### config.mk
export PLATFORM = sky130hd
export DESIGN_NAME = mcls_fifo
export DESIGN_NICKNAME = d
export VERILOG_FILES = /design/src/hw/rtl/mcls_fifo.sv
export SDC_FILE = /design/constraint.sdc
export NUM_CORES = 1
export LEC_CHECK = 0
export BUFFER_PORTS_ARGS = -buffer_cell sky130_fd_sc_hd__buf_2
export CORE_MARGIN = 2
export CORE_UTILIZATION = 45
export CTS_BUF_LIST = sky130_fd_sc_hd__clkbuf_4
export DETAILED_ROUTE_END_ITERATION = 10
export PLACE_DENSITY = 0.7
export SLEW_MARGIN = 20
export SYNTH_ARGS = -nofsm -noshare
export SYNTH_HDL_FRONTEND = slang
export SYNTH_SLANG_ARGS = --single-unit
### constraint.sdc
create_clock -name clk -period 1.3 [get_ports clk]
set_input_delay 0.195 -clock clk [delete_from_list [all_inputs] [get_ports clk]]
set_output_delay 0.195 -clock clk [all_outputs]
set_load 0.03 [all_outputs]
### src/hw/rtl/mcls_fifo.sv
// ----------------------------------------------------------------------------
// mcls_fifo
// Two-entry queue between the front end and the back end.
// ----------------------------------------------------------------------------
module mcls_fifo #(
  parameter int W = 8
) (
  input  logic         clk,
  input  logic         rst_n,
  input  logic         push,
  input  logic [W-1:0] push_data,
  output logic         full,
  input  logic         pop,
  output logic [W-1:0] pop_data,
  output logic         empty
);

  logic [W-1:0] buf_r [2];
  logic         wr_ptr_r, wr_ptr_nxt;
  logic         rd_ptr_r, rd_ptr_nxt;
  logic [1:0]   cnt_r, cnt_nxt;

  assign full     = (cnt_r == 2'd2);
  assign empty    = (cnt_r == 2'd0);
  assign pop_data = buf_r[rd_ptr_r];

  always_comb begin
    wr_ptr_nxt = wr_ptr_r ^ push;
    rd_ptr_nxt = rd_ptr_r ^ pop;
    cnt_nxt    = cnt_r + {1'b0, push} - {1'b0, pop};
  end

  always_ff @(posedge clk) begin
    if (push) begin
      buf_r[wr_ptr_r] <= push_data;
    end
  end

  always_ff @(posedge clk) begin
    if (!rst_n) begin
      wr_ptr_r <= 1'b0;
      rd_ptr_r <= 1'b0;
      cnt_r    <= 2'd0;
    end else begin
      wr_ptr_r <= wr_ptr_nxt;
      rd_ptr_r <= rd_ptr_nxt;
      cnt_r    <= cnt_nxt;
    end
  end

  a_no_overflow: assert property (@(posedge clk) disable iff (!rst_n)
    push |-> (!full || pop))
    else $error("queue push while full");

endmodule

# After elaboration in Yosys (flattened, before gate mapping)
# Memories as Yosys holds them, arrays and structs flattened. A register that Yosys moved wholly into a read port is not among the register bits.
# Cells that the tools add are included.
[classes]
n_reduce_logical = 1
n_mux = 3
n_eq_ne = 1
n_bitwise = 2
n_addsub = 2
[op_table]
columns = ["operator", "count"]
rows = [
  ["2-to-1 mux 1 bit", 3],
  ["adder 2 x 1 -> 2 bit", 1],
  ["== test 2 bit (second input constant)", 1],
  ["logical NOT 2 bit", 1],
  ["subtractor 2 x 1 -> 2 bit", 1],
  ["bitwise XOR 1 bit", 2],
]
[word_totals]
ff_bits = 4
memories = 1
ram_bits = 16
inputBits = 12
[memory_table]
columns = ["memory", "depth", "word_bits", "rd", "rd_ports_with_merged_regs", "wr", "line_no", "source"]
rows = [
  ["buf_r", 2, 8, 1, 1, 1, "18", "logic [W-1:0] buf_r [2];"],
]

# Logic depth before layout (Yosys ltp)
# Gate-level depths: netlist of the first run.
[logic_depth]
word_depth = 2
depth_mapped = 6

# Worst setup path after synthesis of the first run
# No wires, ideal clock.
[synth_path]
path_kind = "flip-flop to flip-flop"
start = "register cnt_r[0]"
end = "register cnt_r[1]"
arrival_ps = 1086
path_stages_with_launch = 7
required_ps = 1235
setup_ps = 65
path_buffers = 0
slack_ps = 149
cell_sequence = "dfxtp_1 inv_1 ha_1 inv_1 ha_1 xnor3_1 nor2b_1"
[synth_between]
elab_chain_len = 2
[synth_rtl]
columns = ["item", "line_no", "source"]
rows = [
  ["start: declaration", "21", "logic [1:0] cnt_r, cnt_nxt;"],
  ["start signal: assignment", "47", "cnt_r <= cnt_nxt;"],
  ["adder 2 x 1 -> 2 bit", "30", "cnt_nxt = cnt_r + {1'b0, push} - {1'b0, pop};"],
  ["subtractor 2 x 1 -> 2 bit", "30", ""],
]
# Every way passes these cells.
# A chain may end at the register's enable or synchronous reset.

==> metrics.md, run 1 <==
| Metric | Value |
|---|---|
| Outcome | `complete, but fails checks` |
| Failing checks | `setup timing` |
| Mapped Cells | `46` |
| Critical Path, Cell by Cell | `buf_6 > mux2_4 > buf_6` |
| Leakage Power | `0.000458 uW` |
| Setup_tns | `-901 ps` |
| CTS max path bufs | `2` |
| Final period utilization | `109%` |
| Die width | `46.4 um` |
| Worst R2R Path Depth | `6` |
| Pint | `1110 uW` |
| Xor/xnor share of the synthesized area | `3.86%` |
| Area delta synth->final | `35.2%` |
| Die H | `46.4 um` |
| Clock sinks | `21` |
| Drt first pass iters | `4` |
| Num CTS Buffers | `3` |
| Critical Path Max Stage Delay | `360 ps` |
| Commonest cells after routing, fill and taps aside | `16 x edfxtp_1, 12 x buf_2, 10 x buf_6` |
| Initial antenna violation count | `0` |
| Ys Warns | `0` |
| Simple logic cell fraction of the synthesized area | `5.10%` |
| # diodes | `0` |
| Clock power share | `21.3%` |
| Reg2Reg Launch Point | `cnt_r[0]` |
| Post-synthesis mux area share | `11.1%` |
| CORE AREA | `1710 um^2` |
| H-tree depth | `1` |
| Die ar. | `2150 um^2` |
| Critical setup path kind | `flop to output pin` |
| Synth cell types | `11` |
| Flop pwr share | `53.5%` |
| Critical Path AT | `1220 ps` |
| Setup ws final | `-118 ps` |
| Post-synthesis compound-gate area fraction | `0%` |
| Hold Path Stages | `1` |
| Avg Cell Area, Syn | `17.6 um^2` |
| RSZ-0062 raised after global routing | `true` |
| # Post-CTS Setup Buffers | `0` |
| HP Class | `input port to flop` |
| Critical-path top delay cell | `dfxtp_2` |
| Seq/Total Area, Yosys | `71.7%` |
| Crit Path Max Fanout | `4` |
| Clock Pin Slew Worst Setup and Hold Paths | `110 ps` |
| Hold Path Origin | `push_data[3]` |
| Gr usage total | `12.8%` |
| Switching power | `400 uW` |
| Vias in the first global route | `448` |
| Synth Cell Area | `810 um^2` |
| Logic gate share of total power | `25.2%` |
| Max Clock Skew | `2.22 ps` |
| Clk Latency, worst-skew pair | `300 ps` |
| Vias | `451` |
| CTS tree | `built` |
| Post-DR vias/cell | `4.65` |
| Max-Cap Viols | `0` |
| Total power | `1510 uW` |
| Post-synthesis adder-cell area fraction | `6.18%` |
| Seq cells post-synth | `21` |
| DRT antenna net count | `0` |
| Largest net degree at the start of global routing | `12` |
| Worst EP required | `1110 ps` |
| Slew Limit Fails | `0` |
| GRT overflow | `0` |
| I/O Pins | `22` |
| Max VDD drop | `0.000810 V` |
| Root Driver | `clkbuf_4` |
| Tmin final | `1420 ps` |
| # DRC | `0` |
| Normalized max-slew margin | `72.4%` |
| First-pass GRT wire length | `1760 um` |
| Initial Utilization | `47.4%` |
| Routed length per placed instance | `12.9 um` |
| Commonest non-fill, non-tap cell in the layout | `edfxtp_1` |
| GP Congestion | `0.677` |
| Slew @ Worst Pin | `413 ps` |
| Iter 0 DRT Violations | `3` |
| # rows | `15` |
| Sw Ratio | `26.4%` |
| Power per Cell Area | `1380 nW/um^2` |
| Drt total wl | `1250 um` |
| Fmax | `0.705 GHz` |
| CP Capture Type | `output pin` |
| Final setup vio count | `8` |
| Final hold vios | `0` |
| Largest family of logic cells by synthesized area | `multiplexers` |
| Type of origin of the critical path | `flop` |
| Layout cells sized above 1 | `56.9%` |
| Setup Slack @ Placement | `42.2 ps` |
| CP most frequent cell | `buf_6` |
| Syn nets | `62` |
| Fin nets | `89` |
| I/O Buffers | `21` |
| Filler cells | `128` |
## Yosys cell counts, drive strengths merged
library cell  count  area share, %
and2              3            2.3
buf               1           0.62
dfxtp             5             12
edfxtp           16             59
ha                4            6.2
inv               3            1.4
mux2              8             11
nor2              1           0.46
nor2b             3            2.3
xnor3             1            2.8
xor2              1            1.1
## state kept, by name, summed over array words and instances, names as in the netlist, named ones only
signal    count
rd_ptr_r      1
cnt_r         2
wr_ptr_r      1
buf_r        16
## through the flow
step | util (%) | cell area [um^2] | cells | hold WS, ps
CTS | 62.9 | 1070 | 97 | 73.3
floorplan | - | 810 | 46 | 294
global route | 64.1 | 1090 | 97 | 65.9
finish | 64.1 | 1090 | 97 | 78.2
detailed placement | 56.0 | 956 | 93 | 388
global placement | 56.0 | 956 | 93 | 382
## area by class of cell
class	instances	area, um^2	area share [%]
clock buffer	4	30.0	2.74
timing repair buffer	23	180	16.5
multi-input combinational	21	258	23.5
tap	25	31.3	2.86
inverter	3	11.3	1.03
sequential	21	584	53.4
## kinds of logic after synthesis
family,after synthesis
mux,8
flops,21
fa+ha+maj,4
buf+inv,4
simple gates,7
xor+xnor,2
## power groups by stage
stage	Clock, uW	Sequential, uW	Combinational (uW)
floorplan	0	810	221
global placement	0	813	299
detailed placement	0	819	309
CTS	331	807	373
global route	353	816	408
finish	323	810	381
## final timing paths
check	slack [ps]	endpoint
min reg2reg	550	wr_ptr_r
max reg2reg	90	cnt_r[1]
min	80	buf_r[0][3]
max	-120	pop_data[4]
## worst max-delay path: cells and delay by family, from the launching register on
family,cells,cell delay [ps]
flip-flops,1,360
buffers and inverters,2,260
multiplexers,1,300
## timing repair
item,4_1_cts,5_1_grt
hold buffers,0,0
pin swaps,0,1
resized for setup,27,6
cloned,0,0
setup endpoints to repair,8,10
## layer usage
layer,vias to the layer above,global-route usage (%),share of wire [%]
met5,-,0,0
met4,0,8.57,1.8
met3,4,2.35,3.6
met2,15,24.4,57
met1,216,12.1,37
li1,216,-,-
Power figures use the tool's default switching activity.
==> inputs of run 2 (changes only) <==
--- a/config.mk
+++ b/config.mk
@@ -5,6 +5,7 @@
 export SDC_FILE = /design/constraint.sdc
 export NUM_CORES = 1
 export LEC_CHECK = 0
+export ABC_AREA = 1
 export BUFFER_PORTS_ARGS = -buffer_cell sky130_fd_sc_hd__buf_2
 export CORE_MARGIN = 2
 export CORE_UTILIZATION = 45
==> metrics.md, run 2 <==
| Metric | Value |
|---|---|
| Setup ws final | `-105 ps (+13.2 ps)` |
| Largest net degree at the start of global routing | `12 (unchanged)` |
| Vias in the first global route | `459 (+2.5%)` |
| Seq cells post-synth | `21 (unchanged)` |
| Filler cells | `144 (+13%)` |
| Failing checks | `setup timing` |
| Fin nets | `97 (+9.0%)` |
| Total power | `1490 uW (-1.6%)` |
| Hpwl dp | `905 um` |
| DRT antenna net count | `0 (unchanged)` |
| Clock Pin Slew Worst Setup and Hold Paths | `110 ps (about the same)` |
| CTS tree | `built` |
| Max reg flops | `16 (unchanged)` |
| Synth cell types | `11 (unchanged)` |
| H-tree depth | `1 (unchanged)` |
| Root Driver | `clkbuf_4` |
| Asr flop ratio synth | `0% (unchanged)` |
| CP Capture Type | `output pin` |
| Max-Cap Viols | `0 (unchanged)` |
| Simple logic cell fraction of the synthesized area | `5.04% (-0.063 points)` |
| Routed length per placed instance | `12.7 um (-1.0%)` |
| Vias | `487 (+8.0%)` |
| GRT overflow | `0 (unchanged)` |
| Commonest non-fill, non-tap cell in the layout | `edfxtp_1` |
| Worst EP required | `1110 ps (about the same)` |
| Fmax | `0.712 GHz (+0.94%)` |
| Finished Core Util | `63.8% (-0.30 points)` |
| Hold slack final | `86.5 ps (+8.30 ps)` |
| Outcome | `complete, but fails checks` |
| Max Clock Skew | `3.12 ps (+0.898 ps)` |
| Post-route cell area | `1110 um^2 (+1.7%)` |
| Largest family of logic cells by synthesized area | `multiplexers` |
| Area delta synth->final | `31.9%` |
| Top cell type by total area after synthesis | `edfxtp_1` |
| Clk Latency, worst-skew pair | `290 ps (about the same)` |
| # diodes | `0 (unchanged)` |
| Footprint of the multi-input gates | `265 um^2 (+2.9%)` |
| CORE AREA | `1750 um^2 (+2.2%)` |
| Initial antenna violation count | `0 (unchanged)` |
| Normalized max-slew margin | `75.1% (+2.6 points)` |
| Synth Cell Area | `845 um^2 (+4.3%)` |
| Reg area | `583 um^2 (-0.21%)` |
| Leakage Power | `0.000473 uW (+3.3%)` |
| Post-DR vias/cell | `4.64 (-0.24%)` |
| Slew Limit Fails | `0 (unchanged)` |
| Type of origin of the critical path | `flop` |
| Drt total wl | `1340 um (+7.1%)` |
| Layout cells sized above 1 | `56.3% (-0.69 points)` |
| Initial Utilization | `48.4% (+0.99 points)` |
| Post-synthesis mux area share | `14.2% (+3.1 points)` |
| Most common cell in the synthesized netlist | `edfxtp_1` |
| I/O Pins | `22 (unchanged)` |
| Post-DP Area | `985 um^2 (+3.0%)` |
| Power per Cell Area | `1340 nW/um^2 (-3.2%)` |
| Drt first pass iters | `4 (unchanged)` |
| GP Congestion | `0.606 (-10%)` |
| First-pass GRT wire length | `1880 um (+7.0%)` |
| Largest Register | `buf_r` |
| Final period utilization | `108% (-1.0 points)` |
| # DRC | `0 (unchanged)` |
| Iter 0 DRT Violations | `6 (+3)` |
| Clock sinks | `21 (unchanged)` |
| Post-synth EDFFs | `16 (unchanged)` |
| Synth top area share | `56.9% (-2.5 points)` |
| Gr usage total | `13.1% (+0.23 points)` |
| Ys Warns | `0 (unchanged)` |
| RSZ-0062 raised after global routing | `true` |
| Critical Path AT | `1210 ps (about the same)` |
| Critical setup path kind | `flop to output pin` |
| Cts hold-fix bufs | `0 (unchanged)` |
| # rows | `15 (unchanged)` |
| Max VDD drop | `0.000794 V (-2.1%)` |
| I/O Buffers | `21 (unchanged)` |
| Die ar. | `2240 um^2 (+3.9%)` |
| Syn nets | `70 (+13%)` |
| Seq/Total Area, Yosys | `68.7% (-3.0 points)` |
| Synth cell count leaders | `16 x edfxtp_1, 8 x mux2_4, 7 x inv_1` |
| Post-synthesis adder-cell area fraction | `5.93% (-0.26 points)` |
| # Post-CTS Setup Buffers | `0 (unchanged)` |
| CTS max path bufs | `2 (unchanged)` |
| Num CTS Buffers | `3 (unchanged)` |
| Mapped Cells | `54 (+17%)` |
| Post-synthesis compound-gate area fraction | `0.593% (+0.59 points)` |
| Tmin final | `1410 ps (-13.2 ps)` |
| Top post-synthesis cells by area | `edfxtp_1 57%, mux2_4 14%, dfxtp_1 12%` |
| Xor/xnor share of the synthesized area | `1.04% (-2.8 points)` |
| Final hold vios | `0 (unchanged)` |
| Crit Path Max Fanout | `4 (unchanged)` |
| Avg Cell Area, Syn | `15.6 um^2 (-11%)` |
| Slew @ Worst Pin | `374 ps (-39.5 ps)` |
| Regs by FF count | `buf_r (16), cnt_r (2)` |
| Setup_tns | `-804 ps (+97.8 ps)` |
| Top FF cell, synth | `edfxtp_1` |
| HP Class | `input port to flop` |
| Die width | `47.3 um (+1.9%)` |
| Final setup vio count | `8 (unchanged)` |
| Die H | `47.3 um (+1.9%)` |
| Commonest cells after routing, fill and taps aside | `16 x edfxtp_1, 13 x buf_2, 10 x buf_6` |
[run 2: cell count changes in the layout (fill, tap and decap cells not counted), sizes merged, moves of 3 or more]
cell / change
nand2: +4
nor2: +5
and2: -3
nor2b: -3
inv: +4
[run 2: logic make-up (layout without fill, tap and decap cells)]
kind of cell / count (synthesis) / count (layout)
simple gates: 11 / 11
compound gates: 1 / 1
buf+inv: 8 / 34
fa+ha+maj: 4 / 4
xor+xnor: 1 / 1
flops: 21 / 21
mux: 8 / 8
[run 2: through the flow]
step                cells  worst slack, ps
floorplan              54              103
global placement      101             84.5
detailed placement    101             15.3
CTS                   105             -113
global route          105             -151
finish                105             -105
[run 2: final cells by class]
| class | instances | area share (%) |
|---|---|---|
| Sequential cell | 21 | 52.4 |
| Inverter | 7 | 2.36 |
| Multi-Input combinational cell | 25 | 23.8 |
| Timing Repair Buffer | 23 | 16.0 |
| Clock buffer | 4 | 2.70 |
| Tap cell | 25 | 2.81 |
[run 2: path summary, 6_finish.rpt]
kind                startpoint          end  slack (ps)  depth (start not counted)
hold reg to reg       rd_ptr_r         flop         550                          2
setup / recovery          flop  pop_data[4]        -110                          3
hold / removal    push_data[3]  buf_r[0][3]          90                          1
setup reg to reg      cnt_r[0]     cnt_r[1]          40                          9
[run 2: what timing repair did]
| action | in CTS | in global routing |
|---|---|---|
| pin swaps | 0 | 2 |
| gates resized for setup | 19 | 10 |
| endpoints found under the setup margin | 8 | 9 |
| endpoints found under the hold margin | 0 | 0 |
[run 2: report_power, final]
group          internal, uW  leakage, uW  switching [uW]
combinational           175     0.000262             201
sequential              777     0.000192            20.5
clock                   140    0.0000184             178
[run 2: per-layer routing]
layer	vias up	track usage [%]	wire (um)
li1	236	-	-
met1	231	13.9	503
met2	18	23.5	749
met3	2	3.46	72
met4	0	6.67	12
met5	-	0	0
[run 2: worst max-delay path, cell delays in order, from the launching register on]
cell and delay, ps:
dfxtp_2 360, buf_6 120, mux2_4 300, buf_6 140
