[src/hw/rtl/mcls_pkg.sv]
// ----------------------------------------------------------------------------
// mcls_pkg
// Types and constants shared by the loop sampler top level, front end and back end.
// ----------------------------------------------------------------------------
package mcls_pkg;

  localparam int SAMPLE_W = 24;
  localparam int LEN_W    = 19;
  localparam int NOTE_W   = 7;
  localparam int EVT_W    = 5;

  localparam logic [3:0] MIDI_NOTE_ON = 4'h9;

  localparam logic [LEN_W-1:0]  LEN_RST       = 19'd262144;
  localparam logic [NOTE_W-1:0] TRANSPORT_RST = 7'd48;
  localparam logic [NOTE_W-1:0] RECORD_RST    = 7'd49;
  localparam logic [NOTE_W-1:0] PLAY_RST      = 7'd50;
  localparam logic [NOTE_W-1:0] ERASE_RST     = 7'd51;
  localparam logic [NOTE_W-1:0] BYPASS_RST    = 7'd52;

  // pending event bit positions
  localparam int EVT_TRANSPORT = 0;
  localparam int EVT_RECORD    = 1;
  localparam int EVT_PLAY      = 2;
  localparam int EVT_ERASE     = 3;
  localparam int EVT_BYPASS    = 4;

  typedef enum logic [2:0] {
    REG_LOOP_LENGTH    = 3'd0,
    REG_SYNC_TO_HOST   = 3'd1,
    REG_TRANSPORT_NOTE = 3'd2,
    REG_RECORD_NOTE    = 3'd3,
    REG_PLAY_NOTE      = 3'd4,
    REG_ERASE_NOTE     = 3'd5,
    REG_BYPASS_NOTE    = 3'd6
  } reg_idx_t;

  typedef enum logic [2:0] {
    MODE_IDLE   = 3'd0,
    MODE_RECORD = 3'd1,
    MODE_PLAY   = 3'd2,
    MODE_ERASE  = 3'd3,
    MODE_BYPASS = 3'd4
  } mode_t;

  typedef enum logic [2:0] {
    OP_MIDI,
    OP_PASS,
    OP_RECORD,
    OP_PLAY,
    OP_ERASE
  } op_t;

  typedef enum logic [1:0] {
    F_RUN,
    F_LOAD,
    F_MOD
  } fstate_t;

  typedef struct packed {
    logic                       cmd;
    logic [7:0]                 status_byte;
    logic [7:0]                 note_byte;
    logic [7:0]                 velocity_byte;
    logic signed [SAMPLE_W-1:0] left_in;
    logic signed [SAMPLE_W-1:0] right_in;
    logic                       host_playing;
  } in_item_t;

  typedef struct packed {
    logic                       kind;
    logic [7:0]                 midi_status;
    logic [7:0]                 midi_data1;
    logic [7:0]                 midi_data2;
    logic signed [SAMPLE_W-1:0] left_out;
    logic signed [SAMPLE_W-1:0] right_out;
  } out_item_t;

  // work item handed from front end to back end
  typedef struct packed {
    op_t                        op;
    logic [7:0]                 status;
    logic [7:0]                 data1;
    logic [7:0]                 data2;
    logic signed [SAMPLE_W-1:0] left;
    logic signed [SAMPLE_W-1:0] right;
  } q_item_t;

  typedef struct packed {
    logic              sync_to_host;
    logic [NOTE_W-1:0] transport_note;
    logic [NOTE_W-1:0] record_note;
    logic [NOTE_W-1:0] play_note;
    logic [NOTE_W-1:0] erase_note;
    logic [NOTE_W-1:0] bypass_note;
  } cfg_t;

  typedef struct packed {
    logic clearing;
  } bk_status_t;

endpackage

[src/hw/rtl/mcls_front.sv]
// ----------------------------------------------------------------------------
// mcls_front
// Takes input transactions, collects note-on events, resolves mode, free-run
// and loop position, and queues one work item per transaction. Also reduces
// the position after a loop length change, one bit per cycle.
// ----------------------------------------------------------------------------
module mcls_front #(
  parameter int AW = 18,
  parameter int LW = 19
) (
  input  logic                clk,
  input  logic                rst_n,
  input  logic                in_valid,
  output logic                in_ready,
  input  mcls_pkg::in_item_t  in_data,
  input  mcls_pkg::cfg_t      cfg,
  input  logic [LW-1:0]       eff_len,
  input  logic                len_wr,
  input  logic                q_full,
  input  mcls_pkg::bk_status_t bk,
  output logic                q_push,
  output mcls_pkg::q_item_t   q_item,
  output logic [AW-1:0]       q_addr
);

  localparam int CW = (AW > 1) ? $clog2(AW) : 1;

  mcls_pkg::fstate_t state_r, state_nxt;
  logic [mcls_pkg::EVT_W-1:0] pend_r, pend_nxt;
  mcls_pkg::mode_t mode_r, mode_nxt;
  logic            free_r, free_nxt;
  logic [AW-1:0]   pos_r, pos_nxt;
  logic [LW-1:0]   rem_r, rem_nxt;
  logic [LW-1:0]   div_r, div_nxt;
  logic [CW-1:0]   cnt_r, cnt_nxt;
  logic            again_r, again_nxt;

  logic                       accept;
  logic                       mod_last;
  logic [mcls_pkg::EVT_W-1:0] hit;
  logic [mcls_pkg::EVT_W-1:0] evt;
  mcls_pkg::mode_t            mode_upd;
  logic                       free_upd;
  logic                       adv;
  logic [AW:0]                pos_inc;
  logic [AW-1:0]              pos_wrap;
  logic [LW-1:0]              trial;
  logic [LW-1:0]              trial_sub;
  logic                       run_en;

  assign accept   = in_valid && in_ready;
  assign mod_last = (cnt_r == CW'(AW - 1));

  // ---- state machine ----
  always_comb begin
    state_nxt = state_r;
    unique case (state_r)
      mcls_pkg::F_RUN:  if (len_wr) state_nxt = mcls_pkg::F_LOAD;
      mcls_pkg::F_LOAD: state_nxt = mcls_pkg::F_MOD;
      mcls_pkg::F_MOD: begin
        if (mod_last) state_nxt = (again_r || len_wr) ? mcls_pkg::F_LOAD : mcls_pkg::F_RUN;
      end
      default: state_nxt = mcls_pkg::F_RUN;
    endcase
  end

  always_comb begin
    run_en = 1'b0;
    unique case (state_r)
      mcls_pkg::F_RUN: run_en = 1'b1;
      default:         run_en = 1'b0;
    endcase
    in_ready = run_en && !q_full && !bk.clearing;
  end

  // ---- event collection and mode resolution ----
  always_comb begin
    hit = '0;
    if (in_data.status_byte[7:4] == mcls_pkg::MIDI_NOTE_ON) begin
      hit[mcls_pkg::EVT_TRANSPORT] = (in_data.note_byte == {1'b0, cfg.transport_note});
      hit[mcls_pkg::EVT_RECORD]    = (in_data.note_byte == {1'b0, cfg.record_note});
      hit[mcls_pkg::EVT_PLAY]      = (in_data.note_byte == {1'b0, cfg.play_note});
      hit[mcls_pkg::EVT_ERASE]     = (in_data.note_byte == {1'b0, cfg.erase_note});
      hit[mcls_pkg::EVT_BYPASS]    = (in_data.note_byte == {1'b0, cfg.bypass_note});
    end
  end

  always_comb begin
    evt      = pend_r;
    free_upd = free_r ^ evt[mcls_pkg::EVT_TRANSPORT];
    if (evt[mcls_pkg::EVT_BYPASS])      mode_upd = mcls_pkg::MODE_BYPASS;
    else if (evt[mcls_pkg::EVT_ERASE])  mode_upd = mcls_pkg::MODE_ERASE;
    else if (evt[mcls_pkg::EVT_PLAY])   mode_upd = mcls_pkg::MODE_PLAY;
    else if (evt[mcls_pkg::EVT_RECORD]) mode_upd = mcls_pkg::MODE_RECORD;
    else                                mode_upd = mode_r;
    adv      = (cfg.sync_to_host && in_data.host_playing) || free_upd;
    pos_inc  = {1'b0, pos_r} + {{AW{1'b0}}, adv};
    pos_wrap = (LW'(pos_inc) >= eff_len) ? '0 : pos_inc[AW-1:0];
  end

  // ---- queued work item ----
  always_comb begin
    q_push = accept;
    q_addr = pos_r;
    q_item = '0;
    if (!in_data.cmd) begin
      q_item.op     = mcls_pkg::OP_MIDI;
      q_item.status = in_data.status_byte;
      q_item.data1  = in_data.note_byte;
      q_item.data2  = in_data.velocity_byte;
    end else begin
      q_item.left  = in_data.left_in;
      q_item.right = in_data.right_in;
      unique case (mode_upd)
        mcls_pkg::MODE_RECORD: q_item.op = mcls_pkg::OP_RECORD;
        mcls_pkg::MODE_PLAY:   q_item.op = mcls_pkg::OP_PLAY;
        mcls_pkg::MODE_ERASE:  q_item.op = mcls_pkg::OP_ERASE;
        default:               q_item.op = mcls_pkg::OP_PASS;
      endcase
    end
  end

  // ---- next state of registers ----
  always_comb begin
    pend_nxt  = pend_r;
    mode_nxt  = mode_r;
    free_nxt  = free_r;
    pos_nxt   = pos_r;
    rem_nxt   = rem_r;
    div_nxt   = div_r;
    cnt_nxt   = cnt_r;
    again_nxt = again_r;
    // restoring remainder step: shift in the next dividend bit
    trial     = {rem_r[LW-2:0], pos_r[AW-1]};
    trial_sub = (trial >= div_r) ? (trial - div_r) : trial;

    if (accept) begin
      if (!in_data.cmd) begin
        pend_nxt = pend_r | hit;
      end else begin
        pend_nxt = '0;
        mode_nxt = mode_upd;
        free_nxt = free_upd;
        pos_nxt  = pos_wrap;
      end
    end

    if (state_r == mcls_pkg::F_LOAD) begin
      again_nxt = 1'b0;
      div_nxt   = eff_len;
      rem_nxt   = '0;
      cnt_nxt   = '0;
    end
    if (state_r == mcls_pkg::F_MOD) begin
      rem_nxt = trial_sub;
      cnt_nxt = cnt_r + CW'(1);
      pos_nxt = mod_last ? trial_sub[AW-1:0] : {pos_r[AW-2:0], 1'b0};
    end
    if (len_wr && state_r != mcls_pkg::F_RUN) again_nxt = 1'b1;
  end

  always_ff @(posedge clk) begin
    rem_r <= rem_nxt;
    div_r <= div_nxt;
    cnt_r <= cnt_nxt;
  end

  always_ff @(posedge clk) begin
    if (!rst_n) begin
      state_r <= mcls_pkg::F_RUN;
      pend_r  <= '0;
      mode_r  <= mcls_pkg::MODE_IDLE;
      free_r  <= 1'b0;
      pos_r   <= '0;
      again_r <= 1'b0;
    end else begin
      state_r <= state_nxt;
      pend_r  <= pend_nxt;
      mode_r  <= mode_nxt;
      free_r  <= free_nxt;
      pos_r   <= pos_nxt;
      again_r <= again_nxt;
    end
  end

  a_pend_cleared: assert property (@(posedge clk) disable iff (!rst_n)
    (accept && in_data.cmd) |=> (pend_r == '0))
    else $error("pending events not consumed by sample frame");

  a_pos_in_loop: assert property (@(posedge clk) disable iff (!rst_n)
    (state_r == mcls_pkg::F_RUN) |-> (LW'(pos_r) < eff_len))
    else $error("position outside loop length");

endmodule

[config.mk]
export PLATFORM = sky130hd
export DESIGN_NAME = mcls_front
export DESIGN_NICKNAME = d
export VERILOG_FILES = /design/src/hw/rtl/mcls_pkg.sv /design/src/hw/rtl/mcls_front.sv
export SDC_FILE = /design/constraint.sdc
export NUM_CORES = 1
export LEC_CHECK = 0
export BUFFER_PORTS_ARGS = -buffer_cell sky130_fd_sc_hd__buf_2
export CAP_MARGIN = 20
export CORE_MARGIN = 5
export CORE_UTILIZATION = 50
export CTS_CLUSTER_DIAMETER = 80
export CTS_CLUSTER_SIZE = 25
export DETAILED_ROUTE_END_ITERATION = 6
export PLACE_DENSITY = 0.8
export SLEW_MARGIN = 5
export SYNTH_ARGS = -nofsm -noshare
export SYNTH_HDL_FRONTEND = slang
export SYNTH_SLANG_ARGS = --single-unit
[constraint.sdc]
create_clock -name clk -period 11.4 [get_ports clk]
set_input_delay 1.71 -clock clk [delete_from_list [all_inputs] [get_ports clk]]
set_output_delay 1.71 -clock clk [all_outputs]
set_load 0.01 [all_outputs]
; Word level (Yosys, flattened, before mapping)
; Index checks and enable logic that the tools add are counted.
[op_classes]
n_lt_le_gt_ge = 2
n_addsub = 3
reduce_logical = 18
bitwise_logic = 2
muxes = 27
n_eq_ne = 14
[ops]
columns = op, n
row1 = $mux W18, 8
row2 = $mux W48, 1
row3 = $eq A8 B7 Y1, 5
row4 = $ge A19 B19 Y1, 2
row5 = $mux W24, 1
row6 = $mux W5, 4
row7 = $add A18 B1 Y19, 1
row8 = $sub A18 B18 Y18, 1
row9 = $mux W3, 5
row10 = $reduce_bool A2 Y1, 5
row11 = $pmux W3 S3, 1
row12 = $eq A3 B2 Y1 const B, 2
row13 = $pmux W2 S3, 1
row14 = $reduce_and A2 Y1, 3
row15 = $add A5 B1 Y5 const B, 1
row16 = $eq A5 B5 Y1 const B, 1
row17 = $logic_and A1 B1 Y1, 5
row18 = $or A5 B5 Y5, 1
row19 = $eq A4 B4 Y1 const B, 1
row20 = $mux W1, 4
row21 = $mux W2, 2
row22 = $ne A2 B2 Y1 const B, 2
row23 = $eq A3 B1 Y1 const B, 1
row24 = $eq A2 B1 Y1 const B, 1
row25 = other kinds (5), 7
[totals]
wordCells = 75
inputBits = 135
reg_bits = 72
output_inout_bits = 95

; Logic depth before layout (Yosys ltp)
; Gate-level depths: netlist (run 1).
[logic_depth]
depth_word = 8
depth_mapped = 18
ltp_nobuf = 16

; Worst setup path before layout (run 1)
; Ideal clock, no wire load.
[synth_timing]
kind = input port to flip-flop
startpoint = in cfg[35] in the netlist's numbering
endpoint = reg pos_r[4] (netlist: q_addr[4])
n_path_buf = 2
setup_ps = 128
arrival_ps = 4666
cell_stages = 17
path_slack_ps = 6606
path_cell_list = nand2_1 -> nand2_1 -> ha_1 -> ha_1 -> nand3_1 -> nor3_2 -> nand2_1 -> xnor2_1 -> ha_1 -> nand4_1 -> nor3_1 -> o31a_1 -> clkbuf_1 -> nor2_4 -> clkbuf_1 -> a221oi_1 -> o22ai_1
[synth_via]
elab_chain_len = 8
[synth_lines]
columns = element, line
row1 = from (decl), mcls_front.sv:16  ; input mcls_pkg::cfg_t cfg,
row2 = $logic_and A1 B1 Y1 (*), mcls_front.sv:96  ; adv = (cfg.sync_to_host && in_data.host_playing) || free_upd;
row3 = $logic_or A1 B1 Y1 (*), mcls_front.sv:96
row4 = $add A18 B1 Y19 (*), mcls_front.sv:97  ; pos_inc = {1'b0, pos_r} + {{AW{1'b0}}, adv};
row5 = $ge A19 B19 Y1, mcls_front.sv:98  ; pos_wrap = (LW'(pos_inc) >= eff_len) ? '0 : pos_inc[AW-1:0];
row6 = $mux W18 (*), mcls_front.sv:98
row7 = $mux W18 (*), mcls_front.sv:138  ; if (!in_data.cmd) begin
row8 = $mux W18 (*), mcls_front.sv:137  ; if (accept) begin
row9 = $mux W18 (*), mcls_front.sv:154  ; if (state_r == mcls_pkg::F_MOD) begin
row10 = to (signal assigned), mcls_front.sv:181  ; pos_r <= pos_nxt;
row11 = to (decl), mcls_front.sv:32  ; logic [AW-1:0] pos_r, pos_nxt;
; Mark *: on every way between the ends. The rest lies on a longest branch, timed or not. The select of a mux whose other input is x is not followed.
; A chain may end at the register's enable or synchronous reset.

; Final worst setup path (run 1)
[layout_timing]
startpoint = in cfg[35] in the netlist's numbering
endpoint = reg pos_r[9] (netlist: q_addr[9])
; Same word-level chain as after synthesis.

==> impl_metrics.csv, run 1 <==
group,metric,value,unit
cells_and_area,syn2layout_area_growth,23.9,%
worst_setup_path,path_class,"input port to flop",
floorplan,coreArea,12500,µm²
global_routing,grt_pass1_vias,6103,
min_path,holdCritStartpoint,"again_r",
synth,yosysUniqueCellTypes,75,
cells_and_area,num-fill-cells,1147,
synth,synth-seq-area-share,29.5,%
timing,slew_viol_final,0,
placement,place_congestion,0.921,
synth,synthArstFlopShare,0,%
min_path,whs_path_depth,2,
floorplan,die_h,122,µm
timing,rsz0062_at_grt,"no",
route,routedWlPerCell,18.9,µm
worst_setup_path,cp-end-kind,"flop",
placement,numPortBuffers,229,
synth,ys.warnings.count,0,
cells_and_area,final-seq-area,1860,µm²
synth,synth-seq-cells,72,
timing,fin_setup_tns,0,ns
worst_setup_path,worst-path-buf-inv,1,
cts,ctsHtreeMaxLevel,3,
timing,post-route-period-util,45.2,%
synth,synthTopCellsByCount,"and2_1 (54), inv_1 (51), nor2_1 (51), ha_1 (47), xor2_1 (46)",
global_routing,grt_pass1_wl,32.2,mm
worst_setup_path,r2r_end,"q_addr[9]",
timing,max_freq,0.194,GHz
timing,fin_worst_skew,0.0102,ns
timing,setup_ws,6.25,ns
timing,worst_pin_slew,1.04,ns
job,max_cap_viol_count,0,
placement,dpl.hpwl,16.8,mm
floorplan,start_util,50.4,%
timing,finalSetupViolations,0,
cells_and_area,drive_gt1_share,29.0,%
cts,cts_sinks,72,
synth,synth_area_leaders,"edfxtp_1 (20%), dfxtp_1 (9.5%), ha_1 (9.3%)",
route,drtIter0Drc,580,
worst_setup_path,timing.rr.start,"evt[0]",
synth,synth_top_area_cell,"edfxtp_1",
cts,postCtsSetupBuffers,0,
synth,yosys.area.top_type_share,20.0,%
synth,synthFlopType,"edfxtp_1",
timing,slew-limit-headroom,31.0,%
route,routed_wl,21.2,mm
global_routing,antenna_found_initial,1,
pwr,p_leak,3.76,nW
cts,cts-root-buf,"clkbuf_16",
cts,cts_tree,"done",
global_routing,grt_overflow_total,0,
global_routing,track_usage,27.8,%
synth,syn_avg_cell_area,8.51,µm²
cells_and_area,diodes,0,
min_path,hold_path_class,"flop to flop",
outcome,outcome,"finished, final reports clean",
cts,clk_path_buf_depth,2,
timing,fin_crit,5.15,ns
cts,clock_latency,0.34,ns
worst_setup_path,cp_slowest_cell,"nor3_2",
worst_setup_path,reg2reg_slack,7.33,ns
synth,synth.cell_area,6310,µm²
global_routing,grt_max_degree,77,
floorplan,rows,41,
synth,synth_edf_count,42,
route,antenna_left,0,
route,vias,6361,
route,drc,0,
pwr,ir_drop,0.0961,mV
floorplan,die-area,15000,µm²
worst_setup_path,worstPathArrival,5.38,ns
floorplan,die_w,122,µm
worst_setup_path,cp_max_fo,15,
floorplan,ios,230,
synth,syn_nets,924,
worst_setup_path,crit_chain,"buf_2 -> nand2_1 -> nand2_1 -> ha_1 -> ha_1 -> nand3_1 -> nor3_2 -> nand2_1 -> xnor2_1 -> ha_1 -> nand4_1 -> nor4_1 -> o21ai_0 -> o211ai_2 -> nor2_4 -> a31o_2 -> a221o_1",
worst_setup_path,crit_required,11.63,ns
min_path,min_delay_worst_endpoint,"again_r",
cts,cts-resized-gates,0,
cells_and_area,nets,1126,
synth,yosysMostFrequentCell,"and2_1",
worst_setup_path,slowest_delay,0.44,ns
placement,post-place-ws,5.92,ns
worst_setup_path,path_delay_family,"simple AND/OR/NAND/NOR gates",
cts,clkTransAtPathRegs,0.06,ns
worst_setup_path,start_kind,"input port",
pwr,powerDensity,219,nW/µm²
timing,hold_viol,0,
synth,synthCells,741,
cts,postCtsHoldBufs,0,
worst_setup_path,ff2ff_path_depth,16,
cells_and_area,multiInputGateArea,4040,µm²
cts,cts_buffers,9,
route,viasPerCell,5.68,
route,dr.pass1.iters,5,
## report_power, final
part	internal [W]	switching, W
Clock	0.000193	0.000119
Combinational	0.000382	0.000584
Sequential	0.000377	0.0000596
## state kept, by name, indices dropped and copies added (netlist names), 2 cells and up
name and flops:
cnt_r 5, div_r 19, evt 5, mode_r 3, q_addr 18, rem_r 18
state_r 2
## worst reg2reg max path, delay by kind of cell (launching register included)
family / cells / cell delay, ns
AND/OR/NAND/NOR: 7 / 1.55
XOR/XNOR: 2 / 0.34
AO/OA/AOI/OAI: 4 / 0.99
flip-flops: 1 / 0.33
adder cells (fa/ha/maj): 3 / 0.76
## final cells by class
class	count	area share [%]
repair buffers	232	15.2
flip-flops and latches	72	23.8
clock buffers	10	2.93
clock inverters	6	1.18
inverters	51	2.45
well taps	172	2.75
multi-input cells	577	51.7
## cells by family after synthesis
| kind of cell | count (synthesis) | synth area share, % |
|---|---|---|
| flops | 72 | 29.5 |
| simple gates | 290 | 25.3 |
| xor+xnor | 66 | 9.16 |
| mux | 18 | 3.05 |
| buf+inv | 92 | 6.57 |
| fa+ha+maj | 48 | 9.64 |
| compound gates | 155 | 16.8 |
## routing by layer
layer	vias up	global-route usage [%]	share of wire [%]
li1	3035	-	-
met3	63	5.90	7.7
met5	-	0	0.033
met1	2947	35.3	41
met4	2	11.4	4.1
met2	314	46.0	47
## worst max-delay path by stage
| stage | from | end | slack, ns | cells past startpoint |
|---|---|---|---|---|
| 6_report | cfg[35] | q_addr[9] | 6.25 | 17 |
| 5_1_grt | cfg[35] | q_addr[9] | 5.85 | 17 |
| 4_1_cts | cfg[35] | q_addr[9] | 6.29 | 17 |
| 3_5_place_dp | cfg[35] | q_addr[9] | 5.92 | 17 |
| 3_3_place_gp | cfg[35] | q_addr[7] | 6.13 | 17 |
| 2_1_floorplan | cfg[35] | q_addr[4] | 6.61 | 17 |
## cell usage in the layout, fill, tap and decap left out, types with 4 or more instances in the layout
| cell type | n |
|---|---|
| a211oi_1 | 9 |
| a21o_1 | 11 |
| a21oi_1 | 39 |
| a221oi_1 | 6 |
| a31oi_1 | 12 |
| and2_1 | 54 |
| and3_1 | 12 |
| buf_2 | 229 |
| clkbuf_16 | 9 |
| dfxtp_1 | 30 |
| edfxtp_1 | 42 |
| ha_1 | 47 |
| inv_1 | 51 |
| mux2i_1 | 14 |
| nand2_1 | 42 |
| nand2b_1 | 10 |
| nand3_1 | 24 |
| nand4_1 | 11 |
| nor2_1 | 51 |
| nor2b_1 | 30 |
| nor3_1 | 19 |
| nor3b_1 | 7 |
| nor4_1 | 9 |
| o21a_1 | 4 |
| o21ai_0 | 24 |
| o22ai_1 | 8 |
| o31ai_1 | 5 |
| or2_2 | 4 |
| xnor2_1 | 20 |
| xor2_1 | 46 |
## through the flow
| stage | instance area (µm²) | utilization [%] | power (W) | hold WS, ns | cells |
|---|---|---|---|---|---|
| after detailed placement | 7470 | 59.7 | 0.00137 | 0.497 | 1103 |
| after global routing | 7820 | 62.4 | 0.00183 | 0.532 | 1120 |
| after floorplan | 6310 | - | 0.00114 | 0.458 | 741 |
| after global placement | 7470 | 59.7 | 0.00135 | 0.477 | 1103 |
| final | 7820 | 62.4 | 0.00172 | 0.502 | 1120 |
| after CTS | 7790 | 62.2 | 0.00169 | 0.510 | 1119 |
No activity file was read; power rests on OpenSTA's default activity.
==> inputs of run 2 (changes only) <==
Clock period 11.4 ns to 5.2 ns, I/O delays scaled along.
==> impl_metrics.csv, run 2 (same netlist as run 1, synthesis figures left out) <==
group,metric,value,unit
outcome,outcome,"finished, final reports clean",
timing,max_freq,0.241,GHz
placement,place_congestion,0.952,
pwr,power_frac_seq,25.2,%
route,viasPerCell,5.61,
floorplan,die_h,122,µm
timing,fin_worst_skew,0.00777,ns
floorplan,start_util,50.4,%
route,routed_wl,21.4,mm
worst_setup_path,worstPathArrival,4.39,ns
timing,hold_viol,0,
timing,finalSetupViolations,0,
timing,rsz0062_at_grt,"no",
global_routing,grt_pass1_wl,32.9,mm
pwr,power_frac_comb,55.6,%
timing,slew_viol_final,0,
pwr,ir_drop,0.218,mV
cts,cts_sinks,72,
cts,cts_buffers,9,
floorplan,die_w,122,µm
worst_setup_path,ff2ff_path_depth,16,
route,wl_met2,10.3,mm
placement,numPortBuffers,229,
floorplan,coreArea,12500,µm²
timing,worst_pin_slew,1.10,ns
floorplan,ios,230,
global_routing,grt_max_degree,77,
worst_setup_path,crit_chain,"buf_2 -> nand2_1 -> nand2_1 -> ha_1 -> ha_1 -> nand3_1 -> nor3_2 -> nand2_1 -> xnor2_1 -> ha_1 -> nand4_1 -> nor4_1 -> o21ai_0 -> o211ai_2 -> nor2_4 -> a31o_2 -> a221o_1",
cells_and_area,final-seq-area,1860,µm²
timing,hold_ws,0.487,ns
pwr,internal_power,0.00212,W
worst_setup_path,start_kind,"input port",
pwr,p_leak,3.77,nW
cells_and_area,multiInputGateArea,4040,µm²
pwr,clock_power_share,19.2,%
cts,clock_latency,0.34,ns
min_path,hold_path_class,"flop to flop",
pwr,power,0.00380,W
cts,cts-root-buf,"clkbuf_16",
timing,post-route-period-util,79.9,%
worst_setup_path,r2r_end,"q_addr[9]",
timing,setup_ws,1.04,ns
placement,dpl.hpwl,17.0,mm
cells_and_area,nets,1126,
route,met1Wirelength,8.63,mm
cells_and_area,largest_reg_flops,19,
global_routing,track_usage,28.5,%
floorplan,rows,41,
cells_and_area,fin_util,62.5,%
timing,fin_crit,4.16,ns
worst_setup_path,cp-end-kind,"flop",
pwr,p_sw_share,44.1,%
global_routing,grt_overflow_total,0,
worst_setup_path,worst-path-buf-inv,1,
route,vias,6288,
cells_and_area,largest-register,"div_r",
timing,slew-limit-headroom,26.7,%
worst_setup_path,crit_required,5.43,ns
job,max_cap_viol_count,0,
timing,fin_setup_tns,0,ns
worst_setup_path,cp_max_fo,15,
cells_and_area,final_common_cell,"buf_2",
route,antenna_left,0,
cells_and_area,syn2layout_area_growth,24.1,%
floorplan,die-area,15000,µm²
route,routed.top_layer,"met5",
cells_and_area,diodes,0,
cells_and_area,num-fill-cells,1126,
worst_setup_path,path_delay_family,"simple AND/OR/NAND/NOR gates",
route,wl_met3,1.71,mm
worst_setup_path,path_class,"input port to flop",
placement,post-place-ws,0.734,ns
worst_setup_path,timing.rr.start,"evt[0]",
cts,postCtsSetupBuffers,0,
route,drc,0,
cts,cts_tree,"done",
route,dr.pass1.iters,6,
cts,cts-resized-gates,0,
worst_setup_path,cp-startpoint,"cfg[35]",
cts,clk_path_buf_depth,2,
route,routedWlPerCell,19.1,µm
cells_and_area,mostFrequentLayoutCells,"buf_2 (229), and2_1 (54), inv_1 (51), nor2_1 (51), ha_1 (47)",
cells_and_area,drive_gt1_share,29.1,%
global_routing,grt_pass1_vias,6145,
route,drtIter0Drc,637,
worst_setup_path,slowest_delay,0.43,ns
worst_setup_path,reg2reg_slack,1.21,ns
worst_setup_path,path_depth,17,
cts,postCtsHoldBufs,0,
global_routing,antenna_found_initial,1,
cts,ctsHtreeMaxLevel,3,
worst_setup_path,cp_slowest_cell,"nor3_2",
pwr,p_switching,0.00168,W
cts,clkTransAtPathRegs,0.06,ns
pwr,powerDensity,485,nW/µm²
worst_setup_path,endpoint,"q_addr[9]",
==> run 2: power groups by stage <==
| stage | Clock (W) | Sequential, W | Combinational [W] |
|---|---|---|---|
| floorplan | 0 | 0.000935 | 0.00157 |
| global placement | 0 | 0.000964 | 0.00200 |
| detailed placement | 0 | 0.000969 | 0.00204 |
| CTS | 0.000733 | 0.000960 | 0.00206 |
| global route | 0.000757 | 0.000977 | 0.00232 |
| finish | 0.000729 | 0.000957 | 0.00211 |
==> run 2: how the worst min path moves through the flow <==
stage | start | end | cells after the start
after floorplan | again_r | again_r | 2
after global placement | again_r | again_r | 2
after detailed placement | again_r | again_r | 2
after CTS | again_r | again_r | 2
after global routing | mode_r[2] | mode_r[2] | 2
final | again_r | again_r | 2
==> run 2: routing by layer <==
layer / vias up / global-route usage [%]
li1: 3036 / -
met1: 2907 / 35.9
met2: 289 / 47.8
met3: 54 / 5.99
met4: 2 / 10.8
met5: - / 0
==> run 2: worst reg2reg max path: stages (launching register included) <==
cell	delay, ns
dfxtp_1	0.33
xnor2_1	0.12
nand2_1	0.07
ha_1	0.18
ha_1	0.22
nand3_1	0.16
nor3_2	0.43
nand2_1	0.15
xnor2_1	0.20
ha_1	0.35
nand4_1	0.17
nor4_1	0.31
o21ai_0	0.14
o211ai_2	0.22
nor2_4	0.19
a31o_2	0.28
a221o_1	0.34
==> run 2: area by class of cell <==
class                   count  area share (%)
flip-flops and latches     72            23.8
clock buffers               9            2.88
multi-input cells         577            51.6
clock inverters             7            1.52
inverters                  51            2.45
well taps                 172            2.75
repair buffers            232            15.0
==> run 2: stage by stage <==
| stage | cell area (µm²) | cells |
|---|---|---|
| after floorplan | 6310 | 741 |
| after global placement | 7470 | 1103 |
| after detailed placement | 7470 | 1103 |
| after CTS | 7810 | 1119 |
| after global routing | 7830 | 1120 |
| final | 7830 | 1120 |
